==> src/hdl/dap_pkg.sv <==
// Package for the decimal amount parser: character codes, item kinds,
// parser phases, error codes and the structs passed between the parts.
// No dependencies; the front end, back end, top level and testbench import it.
`timescale 1ns / 1ps
`default_nettype none

package dap_pkg;

  // Default queue depths
  localparam int MID_DEPTH = 4;
  localparam int OUT_DEPTH = 4;

  // Field widths
  localparam int CHAR_W   = 8;
  localparam int AMOUNT_W = 64;
  localparam int ERR_W    = 4;
  localparam int ACC_W    = 63;  // integer part never exceeds 2^63-1
  localparam int FVAL_W   = 7;   // fraction value up to 99
  localparam int SUM_W    = 70;  // integer part times 100 plus fraction

  // Character codes
  localparam logic [CHAR_W-1:0] CHAR_ZERO  = 8'h30;
  localparam logic [CHAR_W-1:0] CHAR_NINE  = 8'h39;
  localparam logic [CHAR_W-1:0] CHAR_POINT = 8'h2E;
  localparam logic [CHAR_W-1:0] CHAR_MINUS = 8'h2D;
  localparam logic [CHAR_W-1:0] CHAR_PLUS  = 8'h2B;

  // Class of one input transaction, as decided by the front end
  typedef enum logic [2:0] {
    K_DIGIT,
    K_POINT,
    K_PLUS,
    K_MINUS,
    K_OTHER,
    K_END
  } kind_e;

  // Parser phase
  typedef enum logic [1:0] {
    PH_START,
    PH_INT,
    PH_FRAC
  } phase_e;

  // Result error codes
  typedef enum logic [ERR_W-1:0] {
    ERR_NONE           = 4'd0,
    ERR_EMPTY          = 4'd1,
    ERR_SIGN_ONLY      = 4'd2,
    ERR_BAD_INT        = 4'd3,
    ERR_NO_INT         = 4'd4,
    ERR_BAD_FRAC       = 4'd5,
    ERR_TOO_MANY_FRAC  = 4'd6,
    ERR_TRAILING_POINT = 4'd7,
    ERR_OVERFLOW       = 4'd8
  } err_e;

  // Classified item held in the queue between front and back
  typedef struct packed {
    kind_e      kind;
    logic [3:0] digit;
  } item_t;

  // Finished result
  typedef struct packed {
    logic [AMOUNT_W-1:0] amount;
    err_e                err;
  } result_t;

endpackage

`default_nettype wire

==> src/hdl/dap_queue.sv <==
// Small register queue used between front and back and for results.
// Depends on nothing but its parameters; the caller never writes when full
// nor reads when empty.
`timescale 1ns / 1ps
`default_nettype none

module dap_queue #(
  parameter int Width = 8,
  parameter int Depth = 4
) (
  input  wire logic                         clk_i,
  input  wire logic                         rst_ni,
  input  wire logic                         wr_en_i,
  input  wire logic [Width-1:0]             wr_data_i,
  input  wire logic                         rd_en_i,
  output logic      [Width-1:0]             rd_data_o,
  output logic      [$clog2(Depth+1)-1:0]   count_o
);

  localparam int PtrW = $clog2(Depth);
  localparam int CntW = $clog2(Depth + 1);

  logic [Width-1:0] mem_q [Depth];
  logic [PtrW-1:0]  wr_ptr_q, wr_ptr_d;
  logic [PtrW-1:0]  rd_ptr_q, rd_ptr_d;
  logic [CntW-1:0]  count_q, count_d;

  // Store the written entry
  always_ff @(posedge clk_i) begin
    if (wr_en_i) begin
      mem_q[wr_ptr_q] <= wr_data_i;
    end
  end

  // Advance pointers and occupancy
  always_comb begin
    wr_ptr_d = wr_ptr_q;
    rd_ptr_d = rd_ptr_q;
    count_d  = count_q;
    if (wr_en_i) begin
      wr_ptr_d = (wr_ptr_q == PtrW'(Depth - 1)) ? '0 : wr_ptr_q + 1'b1;
    end
    if (rd_en_i) begin
      rd_ptr_d = (rd_ptr_q == PtrW'(Depth - 1)) ? '0 : rd_ptr_q + 1'b1;
    end
    case ({wr_en_i, rd_en_i})
      2'b10:   count_d = count_q + 1'b1;
      2'b01:   count_d = count_q - 1'b1;
      default: count_d = count_q;
    endcase
  end

  always_ff @(posedge clk_i or negedge rst_ni) begin
    if (!rst_ni) begin
      wr_ptr_q <= '0;
      rd_ptr_q <= '0;
      count_q  <= '0;
    end else begin
      wr_ptr_q <= wr_ptr_d;
      rd_ptr_q <= rd_ptr_d;
      count_q  <= count_d;
    end
  end

  assign rd_data_o = mem_q[rd_ptr_q];
  assign count_o   = count_q;

endmodule

`default_nettype wire

==> src/hdl/dap_front.sv <==
// Front end of the amount parser: accepts input transactions and classifies
// each character into a kind and a digit value.
// Depends on dap_pkg.
`timescale 1ns / 1ps
`default_nettype none

module dap_front
  import dap_pkg::*;
(
  input  wire logic              push_i,
  input  wire logic              full_i,
  input  wire logic [CHAR_W-1:0] char_code_i,
  input  wire logic              is_end_i,
  output logic                   wr_en_o,
  output item_t                  item_o
);

  logic [CHAR_W-1:0] offset;

  assign offset  = char_code_i - CHAR_ZERO;
  assign wr_en_o = push_i && !full_i;

  // Classify the character
  always_comb begin
    item_o.digit = offset[3:0];
    if (is_end_i) begin
      item_o.kind = K_END;
    end else if (char_code_i inside {[CHAR_ZERO:CHAR_NINE]}) begin
      item_o.kind = K_DIGIT;
    end else if (char_code_i == CHAR_POINT) begin
      item_o.kind = K_POINT;
    end else if (char_code_i == CHAR_PLUS) begin
      item_o.kind = K_PLUS;
    end else if (char_code_i == CHAR_MINUS) begin
      item_o.kind = K_MINUS;
    end else begin
      item_o.kind = K_OTHER;
    end
  end

endmodule

`default_nettype wire

==> src/hdl/dap_back.sv <==
// Back end of the amount parser: phase machine, integer and fraction
// accumulation, and a two-stage finishing pipeline for end transactions.
// Depends on dap_pkg.
`timescale 1ns / 1ps
`default_nettype none

module dap_back
  import dap_pkg::*;
#(
  parameter int OutDepth = OUT_DEPTH
) (
  input  wire logic                          clk_i,
  input  wire logic                          rst_ni,
  input  wire logic                          item_valid_i,
  input  wire item_t                         item_i,
  output logic                               item_pop_o,
  input  wire logic [$clog2(OutDepth+1)-1:0] out_count_i,
  output logic                               res_valid_o,
  output result_t                            res_o
);

  localparam int OcW  = $clog2(OutDepth + 1);
  localparam int IntW = ACC_W + 4;  // ten times the accumulator plus a digit

  // Parser state
  phase_e            phase_q, phase_d;
  logic              neg_q, neg_d;
  logic [ACC_W-1:0]  acc_q, acc_d;
  logic              seen_q, seen_d;
  logic [1:0]        fcnt_q, fcnt_d;
  logic [FVAL_W-1:0] fval_q, fval_d;
  err_e              err_q, err_d;

  // Finishing pipeline
  logic              s1_valid_q;
  logic [ACC_W-1:0]  s1_acc_q, s1_acc_d;
  logic [FVAL_W-1:0] s1_frac_q, s1_frac_d;
  logic              s1_neg_q;
  err_e              s1_err_q, s1_err_d;
  logic              s2_valid_q;
  logic [SUM_W-1:0]  s2_sum_q;
  logic              s2_neg_q;
  err_e              s2_err_q;

  logic              is_end, take, room;
  logic [OcW:0]      in_flight;
  logic [IntW-1:0]   int_next;
  logic              int_ovf;
  logic [10:0]       frac_next;
  logic [SUM_W-1:0]  sum;
  logic              sum_ovf;
  err_e              fin_err;
  logic [AMOUNT_W-1:0] magnitude;

  // Take an end transaction only when the result queue has room for it
  assign in_flight = {1'b0, out_count_i} + (OcW + 1)'(s1_valid_q)
                     + (OcW + 1)'(s2_valid_q);
  assign room       = in_flight < (OcW + 1)'(OutDepth);
  assign is_end     = item_i.kind == K_END;
  assign take       = item_valid_i && (!is_end || room);
  assign item_pop_o = take;

  // Multiply-add for the next integer digit and the next fraction digit
  assign int_next  = {1'b0, acc_q, 3'b000} + {3'b000, acc_q, 1'b0}
                     + IntW'(item_i.digit);
  assign int_ovf   = |int_next[IntW-1:ACC_W];
  assign frac_next = {1'b0, fval_q, 3'b000} + {3'b000, fval_q, 1'b0}
                     + 11'(item_i.digit);

  // Next phase
  always_comb begin
    phase_d = phase_q;
    if (take) begin
      if (is_end) begin
        phase_d = PH_START;
      end else if (err_q == ERR_NONE) begin
        case (phase_q)
          PH_START: phase_d = PH_INT;
          PH_INT:   if (item_i.kind == K_POINT && seen_q) phase_d = PH_FRAC;
          default:  phase_d = phase_q;
        endcase
      end
    end
  end

  // Accumulate characters and hand end transactions to the pipeline
  always_comb begin
    neg_d     = neg_q;
    acc_d     = acc_q;
    seen_d    = seen_q;
    fcnt_d    = fcnt_q;
    fval_d    = fval_q;
    err_d     = err_q;
    s1_acc_d  = acc_q;
    s1_frac_d = fval_q;
    s1_err_d  = err_q;
    if (take && is_end) begin
      // Check for an incomplete amount and scale a single fraction digit
      if (err_q == ERR_NONE) begin
        case (phase_q)
          PH_START: s1_err_d = ERR_EMPTY;
          PH_INT:   if (!seen_q) s1_err_d = ERR_SIGN_ONLY;
          default: begin
            if (fcnt_q == 2'd0) begin
              s1_err_d = ERR_TRAILING_POINT;
            end else if (fcnt_q == 2'd1) begin
              s1_frac_d = frac_next[FVAL_W-1:0] - FVAL_W'(item_i.digit);
            end
          end
        endcase
      end
      neg_d  = 1'b0;
      acc_d  = '0;
      seen_d = 1'b0;
      fcnt_d = '0;
      fval_d = '0;
      err_d  = ERR_NONE;
    end else if (take && err_q == ERR_NONE) begin
      if (phase_q == PH_START && (item_i.kind == K_PLUS || item_i.kind == K_MINUS)) begin
        neg_d = item_i.kind == K_MINUS;
      end else if (phase_q != PH_FRAC) begin
        case (item_i.kind)
          K_POINT: if (!seen_q) err_d = ERR_NO_INT;
          K_DIGIT: begin
            if (int_ovf) begin
              err_d = ERR_OVERFLOW;
            end else begin
              acc_d  = int_next[ACC_W-1:0];
              seen_d = 1'b1;
            end
          end
          default: err_d = ERR_BAD_INT;
        endcase
      end else begin
        case (item_i.kind)
          K_DIGIT: begin
            if (fcnt_q >= 2'd2) begin
              err_d = ERR_TOO_MANY_FRAC;
            end else begin
              fval_d = frac_next[FVAL_W-1:0];
              fcnt_d = fcnt_q + 1'b1;
            end
          end
          default: err_d = ERR_BAD_FRAC;
        endcase
      end
    end
  end

  always_ff @(posedge clk_i or negedge rst_ni) begin
    if (!rst_ni) begin
      phase_q    <= PH_START;
      neg_q      <= 1'b0;
      acc_q      <= '0;
      seen_q     <= 1'b0;
      fcnt_q     <= '0;
      fval_q     <= '0;
      err_q      <= ERR_NONE;
      s1_valid_q <= 1'b0;
      s2_valid_q <= 1'b0;
    end else begin
      phase_q    <= phase_d;
      neg_q      <= neg_d;
      acc_q      <= acc_d;
      seen_q     <= seen_d;
      fcnt_q     <= fcnt_d;
      fval_q     <= fval_d;
      err_q      <= err_d;
      s1_valid_q <= take && is_end;
      s2_valid_q <= s1_valid_q;
    end
  end

  // Hold the finishing payload
  always_ff @(posedge clk_i) begin
    if (take && is_end) begin
      s1_acc_q  <= s1_acc_d;
      s1_frac_q <= s1_frac_d;
      s1_neg_q  <= neg_q;
      s1_err_q  <= s1_err_d;
    end
    if (s1_valid_q) begin
      s2_sum_q <= sum;
      s2_neg_q <= s1_neg_q;
      s2_err_q <= s1_err_q;
    end
  end

  // Stage one: integer part times one hundred plus fraction
  assign sum = {1'b0, s1_acc_q, 6'b0} + {2'b0, s1_acc_q, 5'b0}
               + {5'b0, s1_acc_q, 2'b0} + SUM_W'(s1_frac_q);

  // Stage two: overflow check and sign
  assign sum_ovf   = |s2_sum_q[SUM_W-1:AMOUNT_W-1];
  assign fin_err   = (s2_err_q == ERR_NONE && sum_ovf) ? ERR_OVERFLOW : s2_err_q;
  assign magnitude = s2_sum_q[AMOUNT_W-1:0];

  always_comb begin
    res_o.err = fin_err;
    if (fin_err != ERR_NONE) begin
      res_o.amount = '0;
    end else if (s2_neg_q) begin
      res_o.amount = '0 - magnitude;
    end else begin
      res_o.amount = magnitude;
    end
  end

  assign res_valid_o = s2_valid_q;

endmodule

`default_nettype wire

==> src/hdl/decimal_amount_parser.sv <==
// Decimal amount parser. Text arrives one character per transaction on the
// push side, followed by an end transaction that carries no character; the
// end transaction yields one result: a signed amount in hundredths and an
// error code (zero amount on error). A transaction is accepted every cycle
// while full is low. The back end takes character transactions without
// stalling. An end transaction taken from the input queue passes through a
// two-stage finishing pipeline (times one hundred, then overflow check and
// sign) and is then written into the result queue read by the pop side. The
// back end takes an end transaction only when the result queue has room for
// it and every result already in flight; with results popped as they appear
// the block sustains one transaction per cycle.
// Depends on dap_pkg, dap_front, dap_queue and dap_back.
`timescale 1ns / 1ps
`default_nettype none

module decimal_amount_parser
  import dap_pkg::*;
#(
  parameter int MidDepth = MID_DEPTH,
  parameter int OutDepth = OUT_DEPTH
) (
  input  wire logic                       clk_i,
  input  wire logic                       rst_ni,
  input  wire logic                       push,
  output logic                            full,
  input  wire logic [CHAR_W-1:0]          char_code_i,
  input  wire logic                       is_end_i,
  output logic                            empty,
  input  wire logic                       pop,
  output logic signed [AMOUNT_W-1:0]      amount_minor_o,
  output logic        [ERR_W-1:0]         error_code_o
);

  localparam int MidCw = $clog2(MidDepth + 1);
  localparam int OutCw = $clog2(OutDepth + 1);

  logic             mid_wr, mid_rd;
  item_t            front_item, mid_item;
  logic [MidCw-1:0] mid_count;
  logic [OutCw-1:0] out_count;
  logic             res_valid;
  result_t          res, out_res;

  assign full  = mid_count == MidCw'(MidDepth);
  assign empty = out_count == '0;

  // Classify incoming transactions
  dap_front u_front (
    .push_i      (push),
    .full_i      (full),
    .char_code_i (char_code_i),
    .is_end_i    (is_end_i),
    .wr_en_o     (mid_wr),
    .item_o      (front_item)
  );

  // Decouple front and back
  dap_queue #(
    .Width ($bits(item_t)),
    .Depth (MidDepth)
  ) u_mid_queue (
    .clk_i     (clk_i),
    .rst_ni    (rst_ni),
    .wr_en_i   (mid_wr),
    .wr_data_i (front_item),
    .rd_en_i   (mid_rd),
    .rd_data_o (mid_item),
    .count_o   (mid_count)
  );

  // Parse and finish amounts
  dap_back #(
    .OutDepth (OutDepth)
  ) u_back (
    .clk_i        (clk_i),
    .rst_ni       (rst_ni),
    .item_valid_i (mid_count != '0),
    .item_i       (mid_item),
    .item_pop_o   (mid_rd),
    .out_count_i  (out_count),
    .res_valid_o  (res_valid),
    .res_o        (res)
  );

  // Hold results until popped
  dap_queue #(
    .Width ($bits(result_t)),
    .Depth (OutDepth)
  ) u_out_queue (
    .clk_i     (clk_i),
    .rst_ni    (rst_ni),
    .wr_en_i   (res_valid),
    .wr_data_i (res),
    .rd_en_i   (pop && !empty),
    .rd_data_o (out_res),
    .count_o   (out_count)
  );

  assign amount_minor_o = out_res.amount;
  assign error_code_o   = out_res.err;

endmodule

`default_nettype wire

==> config.mk <==
export PLATFORM = sky130hd
export DESIGN_NAME = decimal_amount_parser
export DESIGN_NICKNAME = d
export VERILOG_FILES = /design/src/hdl/dap_pkg.sv /design/src/hdl/dap_queue.sv /design/src/hdl/dap_front.sv /design/src/hdl/dap_back.sv /design/src/hdl/decimal_amount_parser.sv
export SDC_FILE = /design/constraint.sdc
export NUM_CORES = 1
export LEC_CHECK = 0
export BUFFER_PORTS_ARGS = -buffer_cell sky130_fd_sc_hd__buf_2
export CAP_MARGIN = 0
export CORE_ASPECT_RATIO = 0.5
export CORE_UTILIZATION = 35
export CTS_CLUSTER_SIZE = 8
export DETAILED_ROUTE_END_ITERATION = 10
export GPL_TIMING_DRIVEN = 1
export SYNTH_ARGS = -nofsm -noshare
export SYNTH_HDL_FRONTEND = slang
export SYNTH_SLANG_ARGS = --single-unit
==> constraint.sdc <==
create_clock -name clk_i -period 6 [get_ports clk_i]
set_clock_uncertainty 0.1 [all_clocks]
set_input_delay 0.6 -clock clk_i [delete_from_list [all_inputs] [get_ports clk_i]]
set_output_delay 0.6 -clock clk_i [all_outputs]
set_load 0.05 [all_outputs]
==> results.ini <==
[route]
drt_iter0_drc = 1749
antenna_left = 0
drc_errors = 0
wl_per_cell_um = 18.05
drtPass1Iterations = 5
vias = 20650
wl_mm = 71.49
routed_via_density = 5.212

[worst_setup_path]
start_kind = register
cp.required_ns = 6.41
cp.arrival_ns = 5.71
worst_path_most_repeated_cell = ha_1
end_kind = register
crit_chain = mux4_2 -> ha_1 -> ha_1 -> fa_1 -> a21oi_1 -> o2111ai_1 -> nand4_1 -> o211ai_2 -> a32oi_1 -> o21ai_2 -> a41oi_1 -> xnor2_1 -> nor4_4 -> buf_12 -> mux2_2
rr_worst_depth = 15
cp_slowest_cell = dfrtp_1
r2r_slack_ns = 0.71
crit_type = register to register
cp_max_fo = 43
cp_num_cells = 15
slowest_delay_ns = 0.67
cp_top_family = compound AO/OA/AOI/OAI gates
path_buf_inv = 1

[clock_network]
clk_path_buf_depth = 3
cts_resized = 0
htree_levels = 3
clkTransAtPathRegs_ns = 0.06
postCtsSetupRepairBufs = 0
cts.sink_count = 546
clkLatencyLatePin_ns = 0.63
cts_tree = yes
root_buffer = clkbuf_16
cts_buffers = 78

[logic_synthesis]
synth_top_cell_area_share_pct = 41.85
synth_xor_area_share_pct = 5.506
synth_area_leader_cell = edfxtp_1
synth_cells = 2608
synth_area_per_cell_sq_um = 12.38
syn_area_sq_mm = 0.03229
muxShareOfSynthArea_pct = 7.389
synth_flop_cell = edfxtp_1
syn_nets = 2978
yosys_warnings = 0
ys_seq_area_share_pct = 49.29
yosysUniqueCellTypes = 93
synthSimpleGateAreaFrac_pct = 9.412
synth-compound-area-share_pct = 10.63
ys_seq_elements = 546
async_flop_share_pct = 17.58
synth-edff-count = 450
synthAdderAreaFrac_pct = 15.41
synth_top_family_by_area = adder cells
synth.area.top_cells = edfxtp_1 42%, ha_1 11%, dfrtp_1 7.4%, mux4_2 5.2%, fa_1 4.2%

[power]
cellPowerDensity_mw_per_mm2 = 529.9
p_leak_nw = 13.98
finalPower_mw = 19.17
power_switching_mw = 8.038
clkPwrFrac_pct = 21.1
seq_power_share_pct = 30.4
vdd_drop_max_v = 0.0003342
netSwitchingFraction_pct = 41.93
combPwrFrac_pct = 48.5
internal_power_mw = 11.13

[timing]
max_freq_mhz = 188.9
slew_violations = 0
setup_tns_ns = 0
worstMarginPinSlew_ns = 0.9152
setup_viol = 0
hold_viol_final = 0
whs_ns = 0.1488
fin_crit_ns = 5.293
setup_slack_ns = 0.7067
relSlewSlack_pct = 38.19
finalCritPeriodShare_pct = 88.22
rsz0062_at_grt = no

[die]
row_count = 78
initial_utilization_pct = 35.50
pin_count = 83
die_area_sq_mm = 0.09355
core_area_sq_mm = 0.09096
die_h_um = 216.8
die_w_um = 431.6

[global_routing]
grt_pass1_wl_mm = 114.5
grt_pass1_vias = 20520
overflow = 0
grt.total_usage_pct = 15.21
grt_max_degree = 73
antenna_found_initial = 0

[place]
place_hpwl_mm = 52.62
io_buffers = 82
globalplace.congestion = 0.8851
place_ws_ns = 0.7072

[outcome]
status = complete, no violations

[final_layout]
nets = 3056
drive_above_1_share_pct = 10.99
num_antenna_cells = 0
syn_to_final_growth_pct = 12.02

[min_path]
min_path_type = primary input to register
holdPathStages = 1

[job]
cap_violations = 0

timing repair:
action                     4_1_cts  5_1_grt
hold endpoints to repair        47        0
hold buffers                     1        0
setup endpoints to repair        0        0
stage by stage:
step,std cells,util (%),area (sq um)
2_1_floorplan,2608,-,32290
3_3_place_gp,3845,37.29,33920
3_5_place_dp,3845,37.29,33920
4_1_cts,3961,39.77,36170
5_1_grt,3961,39.77,36170
6_report,3961,39.77,36170
kinds of logic (layout without fill, tap and decap cells):
logic type,after synthesis,count (layout)
fa+ha+maj,357,357
xor+xnor,203,203
flops,546,546
compound gates,547,547
simple gates,640,640
mux,144,144
buf+inv,171,284
layout make-up:
type	count	area (sq um)
clock buffer	108	2064
fill	8631	54780
sequential	546	15920
timing repair buffer	98	548.0
tap	1240	1551
inverter	71	266.5
multi-input combinational	1891	15640
clock inverter	7	178.9
final timing paths:
| kind | startpoint | endpoint |
|---|---|---|
| worst max-delay path | u_mid_queue.rd_ptr_q[0]$_DFFE_PN0P_ | u_back.acc_q[2]$_DFFE_PN0P_ |
| worst min-delay path | char_code_i[3] | u_mid_queue.mem_q[1][3]$_DFFE_PP_ |
| worst max register to register | u_mid_queue.rd_ptr_q[0]$_DFFE_PN0P_ | u_back.acc_q[2]$_DFFE_PN0P_ |
| worst min register to register | u_back.s1_neg_q$_DFFE_PP_ | u_back.s2_neg_q$_DFFE_PP_ |
| max in group asynchronous | rst_ni | u_back.acc_q[0]$_DFFE_PN0P_ |
| min in group asynchronous | rst_ni | u_back.acc_q[37]$_DFFE_PN0P_ |
cells in the final DEF (no fill, tap or decap), types with 9 or more instances in the layout:
master / count
xnor2_1: 90
o31ai_1: 24
o41ai_1: 10
o21a_1: 11
nor3_1: 25
xor2_1: 113
clkbuf_1: 30
ha_1: 289
nor2_1: 167
or3_1: 18
o211ai_1: 10
buf_4: 15
mux2i_1: 64
nand4_1: 39
dfrtp_1: 93
nand2b_1: 21
nand2_1: 230
and3_1: 10
clkbuf_16: 78
buf_2: 81
a21o_1: 58
o21ai_0: 113
a21oi_1: 182
mux4_2: 75
nor4_1: 14
o21bai_1: 27
inv_1: 69
nor2b_1: 15
a21boi_0: 9
or4_1: 13
nand3_1: 39
a31oi_1: 13
edfxtp_1: 450
a211oi_1: 11
fa_1: 68
o21ai_1: 16
and2_1: 13
power by group through the flow:
stage | combinational (mW) | clock [mW] | sequential, mW
final | 9.30 | 4.04 | 5.83
after global routing | 10.2 | 4.30 | 5.92
after CTS | 9.31 | 4.15 | 5.84
after detailed placement | 9.24 | 0 | 5.91
after global placement | 9.16 | 0 | 5.88
after floorplan | 7.19 | 0 | 5.67
metal layers:
| layer | vias to the layer above | routed length [um] | GRT usage, % |
|---|---|---|---|
| met3 | 103 | 2964 | 2.005 |
| met5 | - | 0 | 0 |
| met1 | 10100 | 37100 | 23.65 |
| li1 | 9942 | - | - |
| met4 | 0 | 1469 | 4.078 |
| met2 | 500 | 29950 | 22.03 |
registers in the layout, summed over array words and instances (netlist names):
| name | count |
|---|---|
| u_out_queue.rd_ptr_q | 2 |
| u_back.s2_sum_q | 70 |
| u_back.fval_q | 7 |
| u_back.err_q | 4 |
| u_back.seen_q | 1 |
| u_back.s1_acc_q | 63 |
| u_mid_queue.rd_ptr_q | 2 |
| u_back.fcnt_q | 2 |
| u_back.s1_valid_q | 1 |
| u_back.s1_err_q | 4 |
| u_mid_queue.mem_q | 28 |
| u_back.s2_neg_q | 1 |
| u_back.neg_q | 1 |
| u_out_queue.mem_q | 272 |
| u_back.phase_q | 2 |
| u_out_queue.wr_ptr_q | 2 |
| u_back.acc_q | 63 |
| u_back.s1_neg_q | 1 |
| u_out_queue.count_o | 3 |
| u_back.res_valid_o | 1 |
| u_back.s2_err_q | 4 |
| u_mid_queue.count_o | 3 |
| u_back.s1_frac_q | 7 |
| u_mid_queue.wr_ptr_q | 2 |
cell usage after synthesis, drive strengths merged, types with 39 or more instances:
library cell and count:
a21o 58, a21oi 184, clkbuf 75, dfrtp 96, edfxtp 450, fa 68, ha 289, inv 70
mux2i 64, mux4 75, nand2 231, nand3 40, nand4 39, nor2 167, o21ai 130, xnor2 90
xor2 113
Power figures use the tool's default switching activity.
